--- src/hdl/pcpolar_pkg.sv ---
// ----------------------------------------------------------------------------
// pcpolar_pkg
// Shared types, constants and the CORDIC gain for the polar minimum-range scan.
// ----------------------------------------------------------------------------
package pcpolar_pkg;

  localparam int ANGLE_BINS_DEF   = 1440;
  localparam int COORD_WIDTH_DEF  = 24;
  localparam int CORDIC_STEPS_DEF = 16;

  localparam int FIELD_W = 24;   // width of the coordinate fields on the port
  localparam int ENT_W   = 40;   // queue entry width for pre-rotated x and y
  localparam int RANGE_W = 24;
  localparam int BINF_W  = 11;

  localparam logic [RANGE_W-1:0] RANGE_FULL = '1;

  localparam logic OP_ADD  = 1'b0;
  localparam logic OP_READ = 1'b1;

  localparam logic [31:0] ANG_ZERO = 32'h0000_0000;
  localparam logic [31:0] ANG_PI   = 32'h8000_0000;
  localparam logic [31:0] ANG_PI2  = 32'h4000_0000;
  localparam logic [31:0] ANG_NPI2 = 32'hC000_0000;

  // atan(2^-i) as a binary angle, one full turn = 2^32
  localparam logic [31:0] ATAN_TAB [24] = '{
    32'd536870912, 32'd316933406, 32'd167458907, 32'd85004756, 32'd42667331,
    32'd21354465, 32'd10679838, 32'd5340245, 32'd2670163, 32'd1335087,
    32'd667544, 32'd333772, 32'd166886, 32'd83443, 32'd41722, 32'd20861,
    32'd10430, 32'd5215, 32'd2608, 32'd1304, 32'd652, 32'd326, 32'd163, 32'd81
  };

  typedef enum logic [1:0] {
    K_READ,
    K_AXIS,
    K_ROT
  } kind_t;

  typedef struct packed {
    logic                      opcode;
    logic signed [FIELD_W-1:0] x_coord;
    logic signed [FIELD_W-1:0] y_coord;
    logic [BINF_W-1:0]         read_bin;
  } req_t;

  typedef struct packed {
    logic [RANGE_W-1:0] bin_range;
    logic               bin_hit;
    logic [BINF_W-1:0]  bin_number;
  } res_t;

  typedef struct packed {
    kind_t                   kind;
    logic signed [ENT_W-1:0] cx;
    logic signed [ENT_W-1:0] cy;
    logic [31:0]             z;
    logic [RANGE_W-1:0]      range;
    logic [BINF_W-1:0]       read_bin;
  } entry_t;

  typedef struct packed {
    logic       full;
    logic       empty;
    logic [1:0] count;
  } queue_status_t;

  typedef struct packed {
    logic clearing;
    logic idle;
  } back_status_t;

  // CORDIC gain in Q30: product of sqrt(1 + 4^-i), integer square root at the end
  function automatic logic [63:0] cordic_gain(input int steps);
    logic [63:0] g;
    logic [63:0] n;
    logic [63:0] res;
    logic [63:0] b;
    g = 64'd1 << 30;
    for (int i = 0; i < 24; i++) begin
      if (i < steps) g = g + (g >> (2 * i));
    end
    n = g << 30;
    res = '0;
    for (int k = 31; k >= 0; k--) begin
      b = 64'd1 << (2 * k);
      if (n >= res + b) begin
        n = n - (res + b);
        res = (res >> 1) + b;
      end else begin
        res = res >> 1;
      end
    end
    return res;
  endfunction

endpackage

--- src/hdl/pcpolar_front.sv ---
// ----------------------------------------------------------------------------
// pcpolar_front
// Classifies a request: bin read, point on an axis, or point needing CORDIC,
// and pre-rotates left half plane points by pi.
// ----------------------------------------------------------------------------
module pcpolar_front #(
  parameter int COORD_WIDTH = pcpolar_pkg::COORD_WIDTH_DEF
) (
  input  pcpolar_pkg::req_t   cmd,
  output pcpolar_pkg::entry_t entry
);
  import pcpolar_pkg::*;

  localparam int DW = COORD_WIDTH + 7;

  logic [COORD_WIDTH-1:0] xr;
  logic [COORD_WIDTH-1:0] yr;
  logic signed [DW-1:0]   xs;
  logic signed [DW-1:0]   ys;
  logic signed [DW-1:0]   xm;
  logic signed [DW-1:0]   ym;
  logic [DW-1:0]          mag;

  assign xr = COORD_WIDTH'($unsigned(cmd.x_coord));
  assign yr = COORD_WIDTH'($unsigned(cmd.y_coord));
  assign xs = DW'($signed(xr));
  assign ys = DW'($signed(yr));
  assign xm = xs <<< 4;
  assign ym = ys <<< 4;

  always_comb begin
    entry          = '0;
    entry.read_bin = cmd.read_bin;
    mag            = '0;
    if (cmd.opcode == OP_READ) begin
      entry.kind = K_READ;
    end else if (ys == '0 || xs == '0) begin
      entry.kind = K_AXIS;
      if (ys == '0) begin
        mag     = xs[DW-1] ? DW'(-xs) : DW'(xs);
        entry.z = xs[DW-1] ? ANG_PI : ANG_ZERO;
      end else begin
        mag     = ys[DW-1] ? DW'(-ys) : DW'(ys);
        entry.z = ys[DW-1] ? ANG_NPI2 : ANG_PI2;
      end
      entry.range = (mag > DW'(RANGE_FULL)) ? RANGE_FULL : RANGE_W'(mag);
    end else begin
      entry.kind = K_ROT;
      if (xs[DW-1]) begin
        entry.cx = ENT_W'(-xm);
        entry.cy = ENT_W'(-ym);
        entry.z  = ANG_PI;
      end else begin
        entry.cx = ENT_W'(xm);
        entry.cy = ENT_W'(ym);
        entry.z  = ANG_ZERO;
      end
    end
  end

endmodule

--- config.mk ---
export PLATFORM = sky130hd
export DESIGN_NAME = pcpolar_front
export DESIGN_NICKNAME = d
export VERILOG_FILES = /design/src/hdl/pcpolar_pkg.sv /design/src/hdl/pcpolar_front.sv
export SDC_FILE = /design/constraint.sdc
export NUM_CORES = 1
export LEC_CHECK = 0
export BUFFER_PORTS_ARGS = -buffer_cell sky130_fd_sc_hd__buf_2
export CAP_MARGIN = 20
export CELL_PAD_IN_SITES_DETAIL_PLACEMENT = 1
export CELL_PAD_IN_SITES_GLOBAL_PLACEMENT = 1
export CORE_ASPECT_RATIO = 2
export CORE_UTILIZATION = 25
export DETAILED_ROUTE_END_ITERATION = 8
export PLACE_DENSITY_LB_ADDON = 0.1
export SETUP_SLACK_MARGIN = 0.2
export SYNTH_ARGS = -nofsm -noshare
export SYNTH_HDL_FRONTEND = slang
export SYNTH_SLANG_ARGS = --single-unit
export TNS_END_PERCENT = 1
--- constraint.sdc ---
create_clock -name vclk -period 2.8
set_input_delay 0.14 -clock vclk [all_inputs]
set_output_delay 0.14 -clock vclk [all_outputs]
set_load 0.05 [all_outputs]
==> impl_metrics.toml, run 1 <==
[final_layout]
drive_gt1_share_pct = 50.1
area_delta_synth_final_pct = 69.7
clock_buffers = 0
seq_area_um2 = 0
final_nets = 623
fin_util_pct = 44.1
seq_cell_count = 0
num_antenna_cells = 0

[placement]
port_buffers = 137
gp_congestion = 0.778
hpwl_mm = 9.36

[floorplanning]
start_util_pct = 26.0
row_count = 53
fp.coreArea_um2 = 10600
die_height_um = 151
io_pins = 209
die_x_um = 76.3
die_area_um2 = 11500

[drt]
drt-total-wl_mm = 11.2
postRouteAntennaNets = 0
post-route-drc-count = 0
viasPerCell = 4.65
dr_total_vias = 3200
dr.pass1.iters = 2
first_iter_violations = 38
detail_route.wl_per_cell_um = 16.2

[timing]
drv_slew = 0
fin_crit_ns = 2.84
fin_tns_setup_ns = -0.384
rsz0062_at_grt = "true"
worst_slack_ns = -0.0438
finalSetupViolCount = 18
fmax_mhz = 352
final-hold-violation-count = 0
post-route-period-util_pct = 102

[worst_setup_path]
crit_chain = "buf_6 -> or4_4 -> or3_4 -> or3_4 -> buf_6 -> clkinv_8 -> ha_4 -> nor4_4 -> and2_4 -> buf_4 -> a221oi_4 -> buf_6"
worstPathBufferInverterCount = 5
worstPathRequired_ns = 2.66
crit_path_top_delay_cell = "or4_4"
slowest_delay_ns = 0.54
path_class = "input port to primary output"
arrival_ns = 2.70
critPathCaptureType = "primary output"
crit_top_cell = "buf_6"
start_kind = "input port"
crit_path_start = "cmd[29]"
crit_family = "simple AND/OR/NAND/NOR gates"
critPathMaxFanout = 7

[synth]
yosysMostFrequentCell = "buf_4"
synth_common_cells = "68 x buf_4, 58 x xor2_1, 55 x nor2_1, 35 x nand2_1"
synth_cell_types = 45
synthTopCellsByArea = "buf_4 19%, xor2_1 18%, a221oi_2 8.7%"
yosysTopAreaCellShare_pct = 18.5
yosysTopAreaCell = "buf_4"
synth-seq-area-share_pct = 0
syn_inst = 396
syn_area_per_cell_um2 = 6.96
synthesis.area_um2 = 2760
yosysWarnings = 0

[power_and_ir_drop]
combPwrFrac_pct = 100.0
ir_worst_vdd_mv = 0.106
power_switching_uw = 675
power.leakage_uw = 0.00209
p_seq_share_pct = 0
fin_total_pwr_uw = 952
clkPwrFrac_pct = 0
p_per_area_nw_per_um2 = 203
p_int_uw = 276
p_sw_share_pct = 71.0

[worst_hold_path]
worstHoldStart = "cmd[9]"
hp-class = "input port to primary output"

[outcome]
violations = "setup timing"
status = "finished with violations"

[cts]
cts_setup_buffers = 0

[grt]
track_usage_pct = 19.1
antenna_found_initial = 0
grt_pass1_wl_mm = 17.9
grt_pass1_vias = 3412
grt_max_degree = 31
grt_overflow = 0

[job]
cap_violations = 0
==> worst paths after layout <==
kind,endpoint,slack [ns],cells past startpoint
max,entry[34],-0.04,12
min,entry[9],0.28,0
==> cell families after synthesis <==
kind of cell / count (synthesis) / synth area share [%]
xor+xnor: 62 / 19.7
simple gates: 141 / 24.7
other cells: 1 / 0.136
buf+inv: 100 / 24.5
compound gates: 80 / 25.7
mux: 2 / 0.726
fa+ha+maj: 10 / 4.54
==> cell type report <==
cell class | count | area (um2)
Multi-Input combinational cell | 346 | 2720
Timing Repair Buffer | 192 | 1730
Tap cell | 137 | 171
Fill cell | 1348 | 5930
Inverter | 13 | 63.8
==> per-stage QoR <==
stage | std cells | hold slack (ns) | instance area [um2] | setup WS, ns
6_report | 688 | 0.280 | 4680 | -0.0438
5_1_grt | 688 | 0.280 | 4680 | -0.107
4_1_cts | 688 | 0.280 | 4590 | -0.116
3_5_place_dp | 687 | 0.280 | 3880 | -0.238
3_3_place_gp | 687 | 0.280 | 3880 | -0.207
2_1_floorplan | 445 | 0.447 | 3220 | -0.163
==> per-layer routing <==
layer  vias to the layer above  share of wire [%]  global-route usage, %
met5                         -                  0                      0
met4                         0               0.32                  0.577
met3                         6                3.8                  0.909
met2                       116                 61                   42.2
met1                      1512                 35                   20.0
li1                       1566                  -                      -
==> what timing repair did <==
action	in CTS	in global routing
hold buffers	0	0
cloned	1	0
endpoints found under the setup margin	87	85
resized for setup	211	29
pin swaps	24	15
==> placed cells by master, fill, tap and decap left out, types with 16 or more instances in the layout <==
master | synthesis | layout
a221oi_4 | 0 | 16
buf_2 | 2 | 51
buf_4 | 68 | 56
buf_6 | 5 | 66
buf_8 | 0 | 16
conb_1 | 1 | 50
nand2_1 | 35 | 35
nor2_1 | 55 | 28
o21ai_0 | 16 | 16
xor2_1 | 58 | 58
==> power by group through the flow <==
stage	Sequential (uW)	Clock, uW	Combinational, uW
2_1_floorplan	0	0	702
3_3_place_gp	0	0	809
3_5_place_dp	0	0	812
4_1_cts	0	0	939
5_1_grt	0	0	1000
6_report	0	0	952
No activity file was read; power rests on OpenSTA's default activity.
==> run 2, diff against run 1 <==
Settings changed: RECOVER_POWER set to 25.
==> run 2 against run 1 <==
- the flow still finishes with violations (setup timing)
- flip-flop and latch count stayed put
- combinational power hardly changed
- power is 0.21% lower
- cell area is 0.48% lower
- worst hold slack stayed put
- die area stayed put
- sequential share of layout area stayed put
- non-clock buffer count stayed put
- count of clock-buffer cells in the layout stayed put
- maximum frequency hardly changed
- largest cell class unchanged
==> impl_metrics.toml, run 2 (synthesis results as in run 1) <==
[outcome]
status = "finished with violations"
violations = "setup timing"

[worst_setup_path]
arrival_ns = 2.70
crit_chain = "buf_6 -> or4_4 -> or3_4 -> or3_4 -> buf_6 -> clkinv_8 -> ha_4 -> nor4_4 -> and2_4 -> buf_4 -> a221oi_4 -> buf_6"
critPathCaptureType = "primary output"
crit_family = "simple AND/OR/NAND/NOR gates"
worstPathRequired_ns = 2.66
worstPathBufferInverterCount = 5
start_kind = "input port"
crit_top_cell = "buf_6"
critPathMaxFanout = 7
path_class = "input port to primary output"
cp.depth = 12
crit_path_top_delay_cell = "or4_4"
slowest_delay_ns = 0.54

[final_layout]
stdcell_count = 688
area_delta_synth_final_pct = 68.9
num_antenna_cells = 0
final_nets = 623
drive_gt1_share_pct = 49.9
layout_common_cells = "67 x buf_6, 58 x xor2_1, 55 x buf_4"
final_common_cell = "buf_6"
seq_area_um2 = 0
multi_input_area_um2 = 2720
fillers = 1350
seq_cell_count = 0
fin_util_pct = 43.9
clock_buffers = 0

[timing]
finalSetupViolCount = 18
worstMarginPinSlew_ns = 0.602
fin_crit_ns = 2.84
worst_slack_ns = -0.0439
rsz0062_at_grt = "true"
drv_slew = 0
max_slew_margin_pct = 60.1
fmax_mhz = 352
final-hold-violation-count = 0
post-route-period-util_pct = 102

[placement]
port_buffers = 137
hpwl_mm = 9.36
gp_congestion = 0.778
dp_cells = 687

[drt]
dr.pass1.iters = 2
first_iter_violations = 39
drt-total-wl_mm = 11.2
viasPerCell = 4.65
detail_route.wl_per_cell_um = 16.2
dr_total_vias = 3197
postRouteAntennaNets = 0
post-route-drc-count = 0

[grt]
antenna_found_initial = 0
grt_max_degree = 31
grt_pass1_wl_mm = 17.9
track_usage_pct = 19.1
grt_pass1_vias = 3412
grt_overflow = 0

[floorplanning]
start_util_pct = 26.0
fp.coreArea_um2 = 10600
io_pins = 209
die_area_um2 = 11500
die_x_um = 76.3
die_height_um = 151
row_count = 53

[cts]
cts_hold_buf = 0
cts_setup_buffers = 0

[job]
cap_violations = 0

[power_and_ir_drop]
p_per_area_nw_per_um2 = 204
ir_worst_vdd_mv = 0.106
power.leakage_uw = 0.00208
fin_total_pwr_uw = 950

[worst_hold_path]
hold_depth = 0
hp-class = "input port to primary output"
run 2: path summary, 6_finish.rpt:
kind | startpoint | end | slack (ns)
worst max-delay path | cmd[29] | entry[34] | -0.04
worst min-delay path | cmd[9] | entry[9] | 0.28
run 2: layer usage:
layer  GRT usage (%)  part of all wire (%)
met1            20.0                    35
met3           0.909                   3.9
met4           0.577                  0.32
met2            42.2                    61
met5               0                     0
run 2: what timing repair did:
action	4_1_cts	5_1_grt
cloned	1	0
pin swaps	24	15
gates resized for setup	211	29
setup endpoints to repair	87	85
run 2: report_power, final:
group / switching, uW / internal [uW] / total (uW)
combinational: 675 / 275 / 950
clock: 0 / 0 / 0
sequential: 0 / 0 / 0
total: 675 / 275 / 950
run 2: cell type report:
type	count	share of cell area (%)
multi-input combinational	346	58.4
tap	137	3.68
inverter	13	1.37
timing repair buffer	192	36.6
run 2: through the flow:
step           hold slack (ns)  area (um2)  setup TNS, ns  setup WS (ns)
2_1_floorplan            0.447        3220          -3.69         -0.163
3_3_place_gp             0.280        3880          -3.64         -0.207
3_5_place_dp             0.280        3880          -4.60         -0.238
4_1_cts                  0.280        4590          -1.70         -0.116
5_1_grt                  0.280        4660          -1.73         -0.107
6_report                 0.280        4660         -0.382        -0.0439
==> run 3, diff against run 2 <==
Settings changed: PLACE_DENSITY set to 0.83, PLACE_DENSITY_LB_ADDON 0.1 to not set.
==> run 3 against run 2 <==
- the run still ends with setup timing left
- cell area is 3.1% higher
- utilization is 1.4 points higher
- die area stayed put
- setup slack worse by 0.097 ns
- count of clock-buffer cells in the layout stayed put
- maximum frequency is 3.3% lower
- non-clock buffer count is 2 higher
- critical path type unchanged
- largest power group unchanged
==> impl_metrics.toml, run 3 (synthesis results as in run 1) <==
[outcome]
status = "finished with violations"
violations = "setup timing"

[floorplanning]
die_area_um2 = 11500
start_util_pct = 26.0
fp.coreArea_um2 = 10600
io_pins = 209
die_x_um = 76.3
row_count = 53
die_height_um = 151

[drt]
drt-total-wl_mm = 13.0
detail_route.wl_per_cell_um = 18.8
postRouteAntennaNets = 0
dr_total_vias = 3380
first_iter_violations = 58
post-route-drc-count = 0
dr.pass1.iters = 4
viasPerCell = 4.90

[grt]
grt_overflow = 0
grtUsageMet3_pct = 2.12
grt_pass1_wl_mm = 20.3
grt_pass1_vias = 3699
top_usage_layer = "met2"
track_usage_pct = 22.2
antenna_found_initial = 0
grt_max_degree = 35
use_met1_pct = 21.2
grtUsageMet2_pct = 47.2

[final_layout]
drive_gt1_share_pct = 51.2
num_antenna_cells = 0
layout_common_cells = "67 x buf_6, 59 x buf_4, 58 x xor2_1"
clock_buffers = 0
final_common_cell = "buf_6"
area_delta_synth_final_pct = 74.2
seq_area_um2 = 0
seq_cell_count = 0
final_nets = 625

[worst_hold_path]
hp-class = "input port to primary output"

[cts]
cts_hold_buf = 0

[timing]
finalSetupViolCount = 22
rsz0062_at_grt = "true"
worst_slack_ns = -0.141
fmax_mhz = 340
fin_crit_ns = 2.94
fin_hold_ws_ns = 0.280
post-route-period-util_pct = 105
fin_tns_setup_ns = -1.60
drv_slew = 0
final-hold-violation-count = 0

[power_and_ir_drop]
p_per_area_nw_per_um2 = 203
fin_total_pwr_uw = 976
ir_worst_vdd_mv = 0.111
power.leakage_uw = 0.00212

[placement]
place_ws_ns = -0.244
port_buffers = 137
gp_congestion = 0.871
hpwl_mm = 10.1

[job]
cap_violations = 0

[worst_setup_path]
critPathCaptureType = "primary output"
arrival_ns = 2.80
crit_path_top_delay_cell = "or4_4"
start_kind = "input port"
path_class = "input port to primary output"
crit_chain = "buf_6 -> or4_4 -> or3_4 -> or3_4 -> inv_2 -> ha_4 -> or4_4 -> nor4_4 -> and2_4 -> buf_12 -> a221oi_4 -> buf_6"
worstPathRequired_ns = 2.66
critPathMaxFanout = 6
slowest_delay_ns = 0.52
run 3: cell types whose count changed in the layout (fill, tap and decap cells not counted), moves of 2 or more:
| cell | delta |
|---|---|
| buf_12 | +6 |
| buf_2 | -5 |
| a21oi_4 | +4 |
| buf_4 | +4 |
| a21oi_1 | -3 |
| buf_8 | -2 |
run 3: path summary, 6_finish.rpt:
check | startpoint | end | cells after the start
worst max-delay path | cmd[29] | entry[17] | 12
worst min-delay path | cmd[2] | entry[2] | 0
run 3: per-stage QoR:
| stage | util, % | cells | area [um2] |
|---|---|---|---|
| global placement | 37.1 | 686 | 3940 |
| CTS | 44.7 | 690 | 4740 |
| floorplan | - | 445 | 3220 |
| finish | 45.3 | 690 | 4800 |
| global route | 45.3 | 690 | 4800 |
| detailed placement | 37.1 | 686 | 3940 |
run 3: final cells by class:
cell class	instances	area, um2
tap	137	171
multi-input combinational	346	2770
timing repair buffer	194	1800
inverter	13	63.8
fill	1291	5810
run 3: worst max-delay path, delay by kind of cell:
kind	cells	cell delay, ns
adder cells (fa/ha/maj)	1	0.12
AO/OA/AOI/OAI	1	0.28
buffers and inverters	4	0.54
AND/OR/NAND/NOR	6	1.70
run 3: report_power, final:
group | leakage, uW | switching [uW] | internal, uW
Clock | 0 | 0 | 0
Combinational | 0.00212 | 695 | 281
Sequential | 0 | 0 | 0
Total | 0.00212 | 695 | 281
run 3: metal layers:
metal | share of wire, % | vias up
li1 | - | 1571
met4 | 4.3 | 0
met5 | 0 | -
met1 | 33 | 1631
met2 | 59 | 138
met3 | 4.1 | 40
run 3: repair_timing:
item	in CTS	in global routing
gates cloned	1	0
resized for setup	224	19
pin swaps	26	18
hold endpoints to repair	0	0
endpoints found under the setup margin	86	88
buffers inserted	3	0
