`src/hdl/pcpolar_pkg.sv`:
```
// ----------------------------------------------------------------------------
// pcpolar_pkg
// Shared types, constants and the CORDIC gain for the polar minimum-range scan.
// ----------------------------------------------------------------------------
package pcpolar_pkg;

  localparam int ANGLE_BINS_DEF   = 1440;
  localparam int COORD_WIDTH_DEF  = 24;
  localparam int CORDIC_STEPS_DEF = 16;

  localparam int FIELD_W = 24;   // width of the coordinate fields on the port
  localparam int ENT_W   = 40;   // queue entry width for pre-rotated x and y
  localparam int RANGE_W = 24;
  localparam int BINF_W  = 11;

  localparam logic [RANGE_W-1:0] RANGE_FULL = '1;

  localparam logic OP_ADD  = 1'b0;
  localparam logic OP_READ = 1'b1;

  localparam logic [31:0] ANG_ZERO = 32'h0000_0000;
  localparam logic [31:0] ANG_PI   = 32'h8000_0000;
  localparam logic [31:0] ANG_PI2  = 32'h4000_0000;
  localparam logic [31:0] ANG_NPI2 = 32'hC000_0000;

  // atan(2^-i) as a binary angle, one full turn = 2^32
  localparam logic [31:0] ATAN_TAB [24] = '{
    32'd536870912, 32'd316933406, 32'd167458907, 32'd85004756, 32'd42667331,
    32'd21354465, 32'd10679838, 32'd5340245, 32'd2670163, 32'd1335087,
    32'd667544, 32'd333772, 32'd166886, 32'd83443, 32'd41722, 32'd20861,
    32'd10430, 32'd5215, 32'd2608, 32'd1304, 32'd652, 32'd326, 32'd163, 32'd81
  };

  typedef enum logic [1:0] {
    K_READ,
    K_AXIS,
    K_ROT
  } kind_t;

  typedef struct packed {
    logic                      opcode;
    logic signed [FIELD_W-1:0] x_coord;
    logic signed [FIELD_W-1:0] y_coord;
    logic [BINF_W-1:0]         read_bin;
  } req_t;

  typedef struct packed {
    logic [RANGE_W-1:0] bin_range;
    logic               bin_hit;
    logic [BINF_W-1:0]  bin_number;
  } res_t;

  typedef struct packed {
    kind_t                   kind;
    logic signed [ENT_W-1:0] cx;
    logic signed [ENT_W-1:0] cy;
    logic [31:0]             z;
    logic [RANGE_W-1:0]      range;
    logic [BINF_W-1:0]       read_bin;
  } entry_t;

  typedef struct packed {
    logic       full;
    logic       empty;
    logic [1:0] count;
  } queue_status_t;

  typedef struct packed {
    logic clearing;
    logic idle;
  } back_status_t;

  // CORDIC gain in Q30: product of sqrt(1 + 4^-i), integer square root at the end
  function automatic logic [63:0] cordic_gain(input int steps);
    logic [63:0] g;
    logic [63:0] n;
    logic [63:0] res;
    logic [63:0] b;
    g = 64'd1 << 30;
    for (int i = 0; i < 24; i++) begin
      if (i < steps) g = g + (g >> (2 * i));
    end
    n = g << 30;
    res = '0;
    for (int k = 31; k >= 0; k--) begin
      b = 64'd1 << (2 * k);
      if (n >= res + b) begin
        n = n - (res + b);
        res = (res >> 1) + b;
      end else begin
        res = res >> 1;
      end
    end
    return res;
  endfunction

endpackage

```
`src/hdl/pcpolar_queue.sv`:
```
// ----------------------------------------------------------------------------
// pcpolar_queue
// Two-entry queue between the classifier and the scan engine.
// ----------------------------------------------------------------------------
module pcpolar_queue (
  input  logic                       clk,
  input  logic                       rst,
  input  logic                       push,
  input  pcpolar_pkg::entry_t        din,
  input  logic                       pop,
  output pcpolar_pkg::entry_t        dout,
  output pcpolar_pkg::queue_status_t status
);
  import pcpolar_pkg::*;

  entry_t     slots [2];
  logic       wr_ptr;
  logic       rd_ptr;
  logic [1:0] count;

  assign dout         = slots[rd_ptr];
  assign status.count = count;
  assign status.full  = (count == 2'd2);
  assign status.empty = (count == 2'd0);

  always_ff @(posedge clk) begin
    if (rst) begin
      wr_ptr <= 1'b0;
      rd_ptr <= 1'b0;
      count  <= 2'd0;
    end else begin
      if (push) begin
        slots[wr_ptr] <= din;
        wr_ptr        <= ~wr_ptr;
      end
      if (pop) rd_ptr <= ~rd_ptr;
      count <= count + 2'(push) - 2'(pop);
    end
  end

endmodule

```
`config.mk`:
```
export PLATFORM = sky130hd
export DESIGN_NAME = pcpolar_queue
export DESIGN_NICKNAME = d
export VERILOG_FILES = /design/src/hdl/pcpolar_pkg.sv /design/src/hdl/pcpolar_queue.sv
export SDC_FILE = /design/constraint.sdc
export NUM_CORES = 1
export LEC_CHECK = 0
export ABC_AREA = 1
export BUFFER_PORTS_ARGS = -buffer_cell sky130_fd_sc_hd__buf_2
export CAP_MARGIN = 10
export CORE_AREA = 2 2 219 157
export CTS_BUF_LIST = sky130_fd_sc_hd__clkbuf_8
export DETAILED_ROUTE_END_ITERATION = 8
export DIE_AREA = 0 0 221 159
export GPL_ROUTABILITY_DRIVEN = 0
export HOLD_SLACK_MARGIN = 0.05
export PLACE_DENSITY_LB_ADDON = 0.25
export SLEW_MARGIN = 25
export SYNTH_ARGS = -nofsm -noshare
export SYNTH_HDL_FRONTEND = slang
export SYNTH_SLANG_ARGS = --single-unit
```
`constraint.sdc`:
```
create_clock -name clk -period 15.6 [get_ports clk]
set_input_delay 0 -clock clk [delete_from_list [all_inputs] [get_ports clk]]
set_output_delay 0 -clock clk [all_outputs]
set_load 0.03 [all_outputs]
```
==> metrics.md, run 1 <==
| Metric | Value |
|---|---|
| Outcome | `finished, final reports clean` |
| GR Layer Usage met3 | `5.17%` |
| Cells after synthesis | `496` |
| Unique masters post-synth | `14` |
| Yosys warns | `0` |
| CTS Buffer Depth | `3` |
| Synth Cell Area | `0.0114 mm^2` |
| Slowest cell on crit path | `buf_4` |
| CTS tree | `built` |
| Worst setup SP type | `register` |
| Drt pass-1 iters | `4` |
| Fin. max-slew vios | `0` |
| Post-synth ARST share | `0%` |
| Number of max-cap violations | `0` |
| GR Util met2 | `20.5%` |
| Count of buffers from port buffering | `305` |
| GR peak layer | `met2` |
| Worst Skew | `14.9 ps` |
| Worst skew pair latency | `560 ps` |
| Initial Util | `34.6%` |
| Setup TNS | `0 ps` |
| Total global-route track usage | `13.4%` |
| Pin count of the biggest net entering global routing | `61` |
| Final HPWL DP | `15200 um` |
| Sequential-to-total area share from yosys stat | `79.3%` |
| Max VDD drop | `73.0 uV` |
| Final net count | `1151` |
| Antenna violations before repair | `4` |
| Syn avg cell area | `23.0 um^2` |
| Share of layout cells above drive strength 1 | `51.1%` |
| Final core occ | `47.8%` |
| RSZ-0062 raised after global routing | `false` |
| CP most frequent cell | `buf_4` |
| R2r worst-path depth | `4` |
| Die X | `221 um` |
| Crit Path Max Fanout | `49` |
| # DRC | `0` |
| Gr ovfl total | `0` |
| First-pass GRT wire length | `37100 um` |
| CP Capture Type | `primary output` |
| Worst stage delay on the critical path | `780 ps` |
| Commonest cells post-synth | `edfxtp_1, mux2_4, mux2_2, buf_6, inv_1` |
| Rel. slew slack | `37.0%` |
| Fmax achieved | `0.320 GHz` |
| Slew @ Worst Pin | `945 ps` |
| WP data required | `15600 ps` |
| # H-tree levels | `2` |
| # rows | `56` |
| Flops & latches, synth | `303` |
| Detail Route Antenna Nets | `0` |
| Most frequent cell after synthesis | `edfxtp_1` |
| PwrDens | `114 mW/mm^2` |
| Yosys top cell by area | `edfxtp_1` |
| Chip Height | `159 um` |
| Number of global-route vias before repair | `6664` |
| Setup Viol. Count Final | `0` |
| Clk root buf | `clkbuf_8` |
| CTS Sinks | `303` |
| Net count after synthesis | `651` |
| Final worst-path cycle share | `20.0%` |
| Crit path kind | `reg -> out` |
| DR WL/cell | `16.5 um` |
| Total CTS buffers | `48` |
| Core ar. | `0.0330 mm^2` |
| Crit path capture | `dout[87]` |
| Iteration-0 DRC Markers | `306` |
| Vias per cell | `4.31` |
| Final Hold Vio Count | `0` |
| GR Layer Usage met1 | `17.6%` |
| Predominant post-synthesis flop cell | `edfxtp_1` |
| Worst-path cell chain | `buf_4 > buf_4 > mux2_4 > buf_2` |
| Worst endpoint data arrival time | `3130 ps` |
| Synth top area share | `78.4%` |
| Synth area leaders | `edfxtp_1, mux2_4, mux2_2` |
| Final WL | `24300 um` |
| Post-synth EDFFs | `298` |
| Routed vias | `6327` |
| Io pins | `306` |
| Clk slew on worst S/H paths | `60 ps` |
| Lkg Pwr | `0.00619 uW` |
| Area delta synth->final | `38.4%` |
| FF-to-FF setup slack | `13280 ps` |
| Crit path time final | `3130 ps` |
| Die area | `0.0351 mm^2` |
| Reg2reg end | `slots[1][5]$_DFFE_PP_` |
| R2r startpoint | `wr_ptr$_SDFFE_PP0P_` |
| Post-CTS setup buffer count | `0` |
| HP Class | `in -> reg` |
-- worst max-delay path: cells and delay by family (launching register included) --
kind	cells	cell delay, ps
DFF	1	600
buffers and inverters	3	1530
muxes	1	350
-- logic make-up after synthesis --
logic type                 synth area share [%]
AOI/OAI and AO/OA                        0.0878
xor gates and xnor gates                 0.0768
DFF                                        79.3
muxes                                      18.0
buffers and inverters                      1.78
adders and majority gates                 0.219
and+or+nand+nor                           0.483
-- state kept, by name, summed over array words and instances (netlist names), named ones only --
signal / cells
count: 2
rd_ptr: 1
slots: 298
wr_ptr: 1
-- repair_timing --
action,in CTS,in global routing
hold endpoints to repair,303,0
setup endpoints to repair,0,0
hold buffers,153,0
gates resized for setup,0,0
-- report_power, final --
group | switching (uW) | internal [uW] | total, uW | leakage, uW
logic | 148 | 115 | 263 | 0.00291
clock network | 295 | 310 | 605 | 0.000506
registers | 9.66 | 926 | 936 | 0.00278
total | 452 | 1350 | 1800 | 0.00619
-- layout make-up --
class | instances | area (um^2)
diodes | 4 | 10.0
clock buffers | 53 | 729
clock inverters | 31 | 130
fillers | 2818 | 17200
inverters | 8 | 30.0
multi-input cells | 168 | 2170
flip-flops and latches | 303 | 9050
well taps | 435 | 544
repair buffers | 467 | 3130
-- layer usage --
layer | up-vias | share of wire [%]
li1 | 2965 | -
met1 | 3088 | 45
met2 | 234 | 45
met3 | 40 | 8.3
met4 | 0 | 2.0
met5 | - | 0
-- cell usage in the layout (no fill, tap or decap), drive strengths merged --
master	count
a21oi	2
buf	314
clkbuf	53
clkinv	11
clkinvlp	2
dfxtp	5
diode	4
dlygate4sd3	153
edfxtp	298
ha	2
inv	26
mux2	149
nand2	5
nand3	1
nor2	7
nor3	1
xnor2	1
-- worst min-delay path by stage --
| stage | slack [ps] | cells after the start | start | to |
|---|---|---|---|---|
| floorplan | 70 | 1 | rst | wr_ptr$_SDFFE_PP0P_ |
| finish | 150 | 2 | din[8] | slots[0][8]$_DFFE_PP_ |
| detailed placement | 190 | 1 | din[110] | slots[0][110]$_DFFE_PP_ |
| global placement | 190 | 1 | din[3] | slots[0][3]$_DFFE_PP_ |
| global route | 110 | 2 | din[18] | slots[1][18]$_DFFE_PP_ |
| CTS | 90 | 2 | din[72] | slots[0][72]$_DFFE_PP_ |
-- stage by stage --
| step | cells | total power (uW) | worst slack [ps] | instance area, um^2 | hold WS (ps) |
|---|---|---|---|---|---|
| floorplan | 496 | 1120 | 4390 | 11400 | 69.1 |
| global placement | 1228 | 1180 | 13030 | 13400 | 188 |
| detailed placement | 1228 | 1190 | 13000 | 13400 | 191 |
| CTS | 1465 | 1830 | 12360 | 15800 | 89.2 |
| global route | 1469 | 1880 | 12260 | 15800 | 112 |
| finish | 1469 | 1800 | 12470 | 15800 | 153 |
(Power assumes the default switching activity.)
==> run 2, diff against run 1 <==
Settings changed: ABC_AREA 1 to 0, CORE_AREA 2 2 219 157 to 2 2 219 156, DIE_AREA 0 0 221 159 to 0 0 221 158.
Clock period 15.6 ns to 2.55 ns, I/O delays scaled along.
==> run 2 against run 1 <==
  * Utilization rose by 0.27 points
  * Sequential share of layout area shrank 0.32 points
  * Synthesized cell count down 2.2%
  * Global-route usage down 0.27 points
  * Non-clock buffer count unchanged
  * Worst setup slack got worse by 12000 ps
  * Synthesized area about the same
  * Die area down 0.63%
==> metrics.md, run 2 <==
| Metric | Value |
|---|---|
| Total global-route track usage | `13.2%` |
| Outcome | `finished, final reports clean` |
| WP data required | `2550 ps` |
| # DRC | `0` |
| Unique masters post-synth | `14` |
| Syn avg cell area | `23.5 um^2` |
| Final Hold Vio Count | `0` |
| CTS tree | `built` |
| Worst stage delay on the critical path | `530 ps` |
| Worst skew pair latency | `550 ps` |
| Final net count | `1141` |
| Antenna violations before repair | `0` |
| Non-Filler Instances | `1458` |
| Gr ovfl total | `0` |
| Worst endpoint data arrival time | `2110 ps` |
| Die area | `0.0349 mm^2` |
| Share of layout cells above drive strength 1 | `51.0%` |
| Iteration-0 DRC Markers | `276` |
| Crit path time final | `2110 ps` |
| Synth top area share | `78.5%` |
| Area of the multi-input gates | `0.00218 mm^2` |
| Post-synth ARST share | `0%` |
| Chip Height | `158 um` |
| Area delta synth->final | `39.3%` |
| # rows | `56` |
| Crit Path Max Fanout | `27` |
| Yosys top cell by area | `edfxtp_1` |
| Critical path buffers and inverters | `2` |
| Hold endpoint | `slots[0][117]$_DFFE_PP_` |
| Antenna cell count | `0` |
| WHS Path Cells | `2` |
| Final WL | `24100 um` |
| Reg2reg end | `count[1]$_SDFF_PP0_` |
| Slew @ Worst Pin | `499 ps` |
| Clk slew on worst S/H paths | `60 ps` |
| Max FFs per register | `298` |
| Lkg Pwr | `0.00620 uW` |
| Vias per cell | `4.28` |
| Detail Route Antenna Nets | `0` |
| Number of max-cap violations | `0` |
| Final HPWL DP | `14500 um` |
| Net count after synthesis | `640` |
| Cts repair resizes | `0` |
| Flops & latches, synth | `303` |
| Final core occ | `48.1%` |
| Post-synth EDFFs | `298` |
| Number of global-route vias before repair | `6542` |
| Worst setup SP type | `register` |
| First-pass GRT wire length | `35700 um` |
| Core ar. | `0.0330 mm^2` |
| Fmax achieved | `0.475 GHz` |
| Count of buffers from port buffering | `305` |
| Top flop regs | `slots x298, count x2` |
| Die X | `221 um` |
| R2r startpoint | `count[0]$_SDFF_PP0_` |
| Register area | `0.00905 mm^2` |
| Max VDD drop | `422 uV` |
| Most frequent cells in the layout | `buf_2, edfxtp_1, dlygate4sd3_1, mux2_4, clkbuf_8` |
| Initial Util | `34.5%` |
| Synth area leaders | `edfxtp_1, mux2_4, mux2_2` |
| Setup Viol. Count Final | `0` |
| Slowest cell on crit path | `dfxtp_4` |
| RSZ-0062 raised after global routing | `false` |
| Sequential-to-total area share from yosys stat | `79.4%` |
| Routed vias | `6243` |
| Rel. slew slack | `66.8%` |
| Worst-path cell chain | `buf_4 > mux2_2 > buf_2` |
| FF-to-FF setup slack | `760 ps` |
| Total CTS buffers | `49` |
| Yosys warns | `0` |
| CTS Sinks | `303` |
| Cells after synthesis | `485` |
| Crit path kind | `reg -> out` |
| Predominant post-synthesis flop cell | `edfxtp_1` |
| Total power | `11200 uW` |
| Worst Skew | `12.2 ps` |
| Clk root buf | `clkbuf_8` |
| R2r worst-path depth | `7` |
| Drt pass-1 iters | `6` |
| Placed Instances | `1216` |
| Most common cell after layout, fill and taps aside | `buf_2` |
| Worst path top cell family by delay | `buffers and inverters` |
| Synth Cell Area | `0.0114 mm^2` |
| Final worst-path cycle share | `82.6%` |
| PwrDens | `708 mW/mm^2` |
| Fin. max-slew vios | `0` |
| CTS Buffer Depth | `3` |
| HP Class | `in -> reg` |
| Hold_sp | `din[117]` |
| Io pins | `306` |
| DR WL/cell | `16.5 um` |
| Pin count of the biggest net entering global routing | `77` |
| Commonest cells post-synth | `edfxtp_1, mux2_4, mux2_2, buf_6` |
| Largest register by flop count | `slots` |
| Most frequent cell after synthesis | `edfxtp_1` |
| CP Capture Type | `primary output` |
| Filler instances | `2825` |
| # H-tree levels | `2` |
==> run 2: cell types whose count changed after synthesis <==
cell	before	now
nor3b_1	0	1
nand2_1	5	0
xnor2_1	1	2
xnor3_1	0	1
and3b_1	0	1
a21oi_1	2	0
nor3_1	1	0
nor2_1	7	5
nor2b_1	0	2
inv_1	8	2
nand3_1	1	0
==> run 2: how the worst max path moves through the flow <==
| stage | slack, ps | depth (start not counted) | end |
|---|---|---|---|
| final | 440 | 3 | dout[20] |
| after global routing | 300 | 3 | dout[36] |
| after CTS | 350 | 3 | dout[139] |
| after detailed placement | 990 | 3 | dout[139] |
| after global placement | 990 | 3 | dout[1] |
| after floorplan | -1980 | 1 | slots[0][0]$_DFFE_PP_ |
==> run 2: final cells by class <==
type / count / share of cell area [%]
Tap cell: 435 / 3.43
Clock inverter: 37 / 1.09
Inverter: 2 / 0.0473
Timing Repair Buffer: 467 / 20.2
Sequential cell: 303 / 57.0
Multi-Input combinational cell: 163 / 13.8
Clock buffer: 51 / 4.42
==> run 2: timing repair <==
action | 4_1_cts | 5_1_grt
hold endpoints to repair | 303 | 0
hold buffers | 154 | 0
buffers inserted | 0 | 0
==> run 2: metal layers <==
layer	global-route usage (%)	up-vias	wire, um
met5	0	-	0
met4	4.28	0	361
met3	4.70	35	1820
met2	20.0	230	10900
met1	17.7	3037	11000
li1	-	2941	-
==> run 2: kinds of logic after synthesis <==
family	after synthesis	share of synthesized area [%]
adder cells (fa/ha/maj)	2	0.220
multiplexers	149	18.0
AND/OR/NAND/NOR	9	0.417
XOR/XNOR	3	0.351
flip-flops	303	79.4
buffers and inverters	19	1.58
==> run 2: worst register-to-register path, delay by kind of cell (launching register included) <==
family	cells	cell delay (ps)
xor+xnor	1	190
fa+ha+maj	2	400
buf+inv	3	690
simple gates	1	80
flops	1	380
==> run 2: through the flow <==
| stage | setup TNS, ps | area [um^2] | hold WS, ps | setup slack (ps) |
|---|---|---|---|---|
| 2_1_floorplan | -312330 | 11400 | 65.0 | -1980 |
| 3_3_place_gp | 0 | 13500 | 188 | 995 |
| 3_5_place_dp | 0 | 13500 | 191 | 990 |
| 4_1_cts | 0 | 15900 | 104 | 354 |
| 5_1_grt | 0 | 15900 | 112 | 295 |
| 6_report | 0 | 15900 | 165 | 444 |
==> run 2: where the power goes <==
part	switching [uW]	total [uW]	leakage, uW	internal [uW]
Clock	1820	3760	0.000511	1940
Combinational	954	1710	0.00291	758
Sequential	65.1	5760	0.00278	5700
Total	2840	11200	0.00620	8400
==> run 3, diff against run 2 <==
Clock period 2.55 ns to 1.9 ns, I/O delays scaled along.
==> run 3 against run 2 <==
  * Via count rose by 2.3%
  * Critical path depth is 2 higher
  * Critical path type unchanged
  * Hold slack worse by 3.9 ps
  * Flip-flop and latch count unchanged
==> metrics.md, run 3 (synthesized netlist as in run 2, its figures left out) <==
| Metric | Value |
|---|---|
| Die area | `0.0349 mm^2` |
| Final WL | `25600 um` |
| RSZ-0062 raised after global routing | `true` |
| Count of buffers from port buffering | `305` |
| Clk slew on worst S/H paths | `60 ps` |
| Pin count of the biggest net entering global routing | `81` |
| CTS Buffer Depth | `3` |
| CTS tree | `built` |
| CTS Sinks | `303` |
| Number of max-cap violations | `0` |
| CP Capture Type | `primary output` |
| Core ar. | `0.0330 mm^2` |
| Clk root buf | `clkbuf_8` |
| WHS Path Cells | `2` |
| Worst setup SP type | `register` |
| Final core occ | `50.8%` |
| Iteration-0 DRC Markers | `225` |
| Largest register by flop count | `slots` |
| First-pass GRT wire length | `37200 um` |
| Register area | `0.00905 mm^2` |
| Gr ovfl total | `0` |
| Worst endpoint data arrival time | `1880 ps` |
| Top flop regs | `slots x298, count x2` |
| Area delta synth->final | `47.2%` |
| Vias per cell | `4.34` |
| Most common cell after layout, fill and taps aside | `edfxtp_1` |
| Chip Height | `158 um` |
| Initial Util | `34.5%` |
| Drt pass-1 iters | `5` |
| Max VDD drop | `704 uV` |
| Antenna cell count | `0` |
| DR WL/cell | `17.4 um` |
| # H-tree levels | `2` |
| Antenna violations before repair | `0` |
| Share of layout cells above drive strength 1 | `51.9%` |
| PwrDens | `918 mW/mm^2` |
| Crit path time final | `1880 ps` |
| Slew @ Worst Pin | `508 ps` |
| Total global-route track usage | `13.9%` |
| Final HPWL DP | `15000 um` |
| Setup TNS | `0 ps` |
| Total CTS buffers | `48` |
| Worst skew pair latency | `560 ps` |
| Fin. max-slew vios | `0` |
| Fmax achieved | `0.532 GHz` |
| Most frequent cells in the layout | `edfxtp_1, buf_2, dlygate4sd3_1, mux2_4, buf_6` |
| Rel. slew slack | `66.2%` |
| Outcome | `finished, final reports clean` |
| Number of global-route vias before repair | `6613` |
| Routed vias | `6389` |
| Setup Viol. Count Final | `0` |
| WP data required | `1900 ps` |
| Lkg Pwr | `0.00657 uW` |
| Max FFs per register | `298` |
| Crit path kind | `reg -> out` |
| Final Hold Vio Count | `0` |
| Crit Path Max Fanout | `9` |
| Io pins | `306` |
| R2r worst-path depth | `7` |
| Detail Route Antenna Nets | `0` |
| # DRC | `0` |
| Area of the multi-input gates | `0.00221 mm^2` |
| HP Class | `in -> reg` |
| Final worst-path cycle share | `99.0%` |
| Worst Skew | `11.2 ps` |
| Final net count | `1158` |
| # rows | `56` |
| Filler instances | `2773` |
| Total power | `15400 uW` |
| Die X | `221 um` |
-- run 3: cell types whose count changed in the layout (fill, tap and decap cells not counted), sizes merged --
cell      previous run  this run
clkbuf              51        50
clkinvlp             1         0
clkinv              17        13
inv                 20        23
bufbuf               0         1
buf                313       329
-- run 3: cell type report --
type                            instances  area share [%]
Clock buffer                           49            4.02
Clock inverter                         35           0.962
Inverter                                2          0.0448
Multi-Input combinational cell        163            13.2
Sequential cell                       303            54.0
Tap cell                              435            3.24
Timing Repair Buffer                  485            24.6
-- run 3: critical path, stage by stage (launching register included) --
cell and delay, ps:
dfxtp_4 420, buf_12 180, buf_12 120, buf_16 130
mux2_4 320, buf_6 140
-- run 3: final timing paths --
path	startpoint	to	slack [ps]
min	din[51]	slots[0][51]$_DFFE_PP_	160
max reg2reg	count[0]$_SDFF_PP0_	count[1]$_SDFF_PP0_	110
min reg2reg	rd_ptr$_SDFFE_PP0P_	rd_ptr$_SDFFE_PP0P_	530
max	register	dout[59]	20
-- run 3: metal layers --
| layer | vias to the layer above | track usage, % | share of wire (%) | wire (um) |
|---|---|---|---|---|
| met2 | 215 | 22.2 | 48 | 12200 |
| met3 | 41 | 4.79 | 6.7 | 1710 |
| met4 | 0 | 4.19 | 1.4 | 354 |
| met1 | 3154 | 17.9 | 44 | 11300 |
| li1 | 2979 | - | - | - |
| met5 | - | 0 | 0 | 0 |
-- run 3: timing repair --
action                                  4_1_cts  5_1_grt
hold buffers                                154        0
gates resized for setup                     179       23
buffers inserted                              7        1
cloned                                        6        2
endpoints found under the hold margin       303        0
endpoints found under the setup margin      114      123
-- run 3: power by group --
| group | switching [uW] | total (uW) | internal, uW |
|---|---|---|---|
| Sequential | 77.3 | 7720 | 7650 |
| Combinational | 1390 | 2760 | 1370 |
| Clock | 2400 | 4910 | 2510 |
| Total | 3880 | 15400 | 11500 |
-- run 3: metrics by stage --
step                      cell area [um^2]  setup WS [ps]  hold WS [ps]  std cells
after global routing                 16800          -89.8           102       1472
after detailed placement             13500            465           191       1220
after global placement               13500            468           188       1220
after floorplan                      11400          -2630          65.0        485
after CTS                            16700          -76.6          97.9       1471
final                                16800           19.9           161       1472
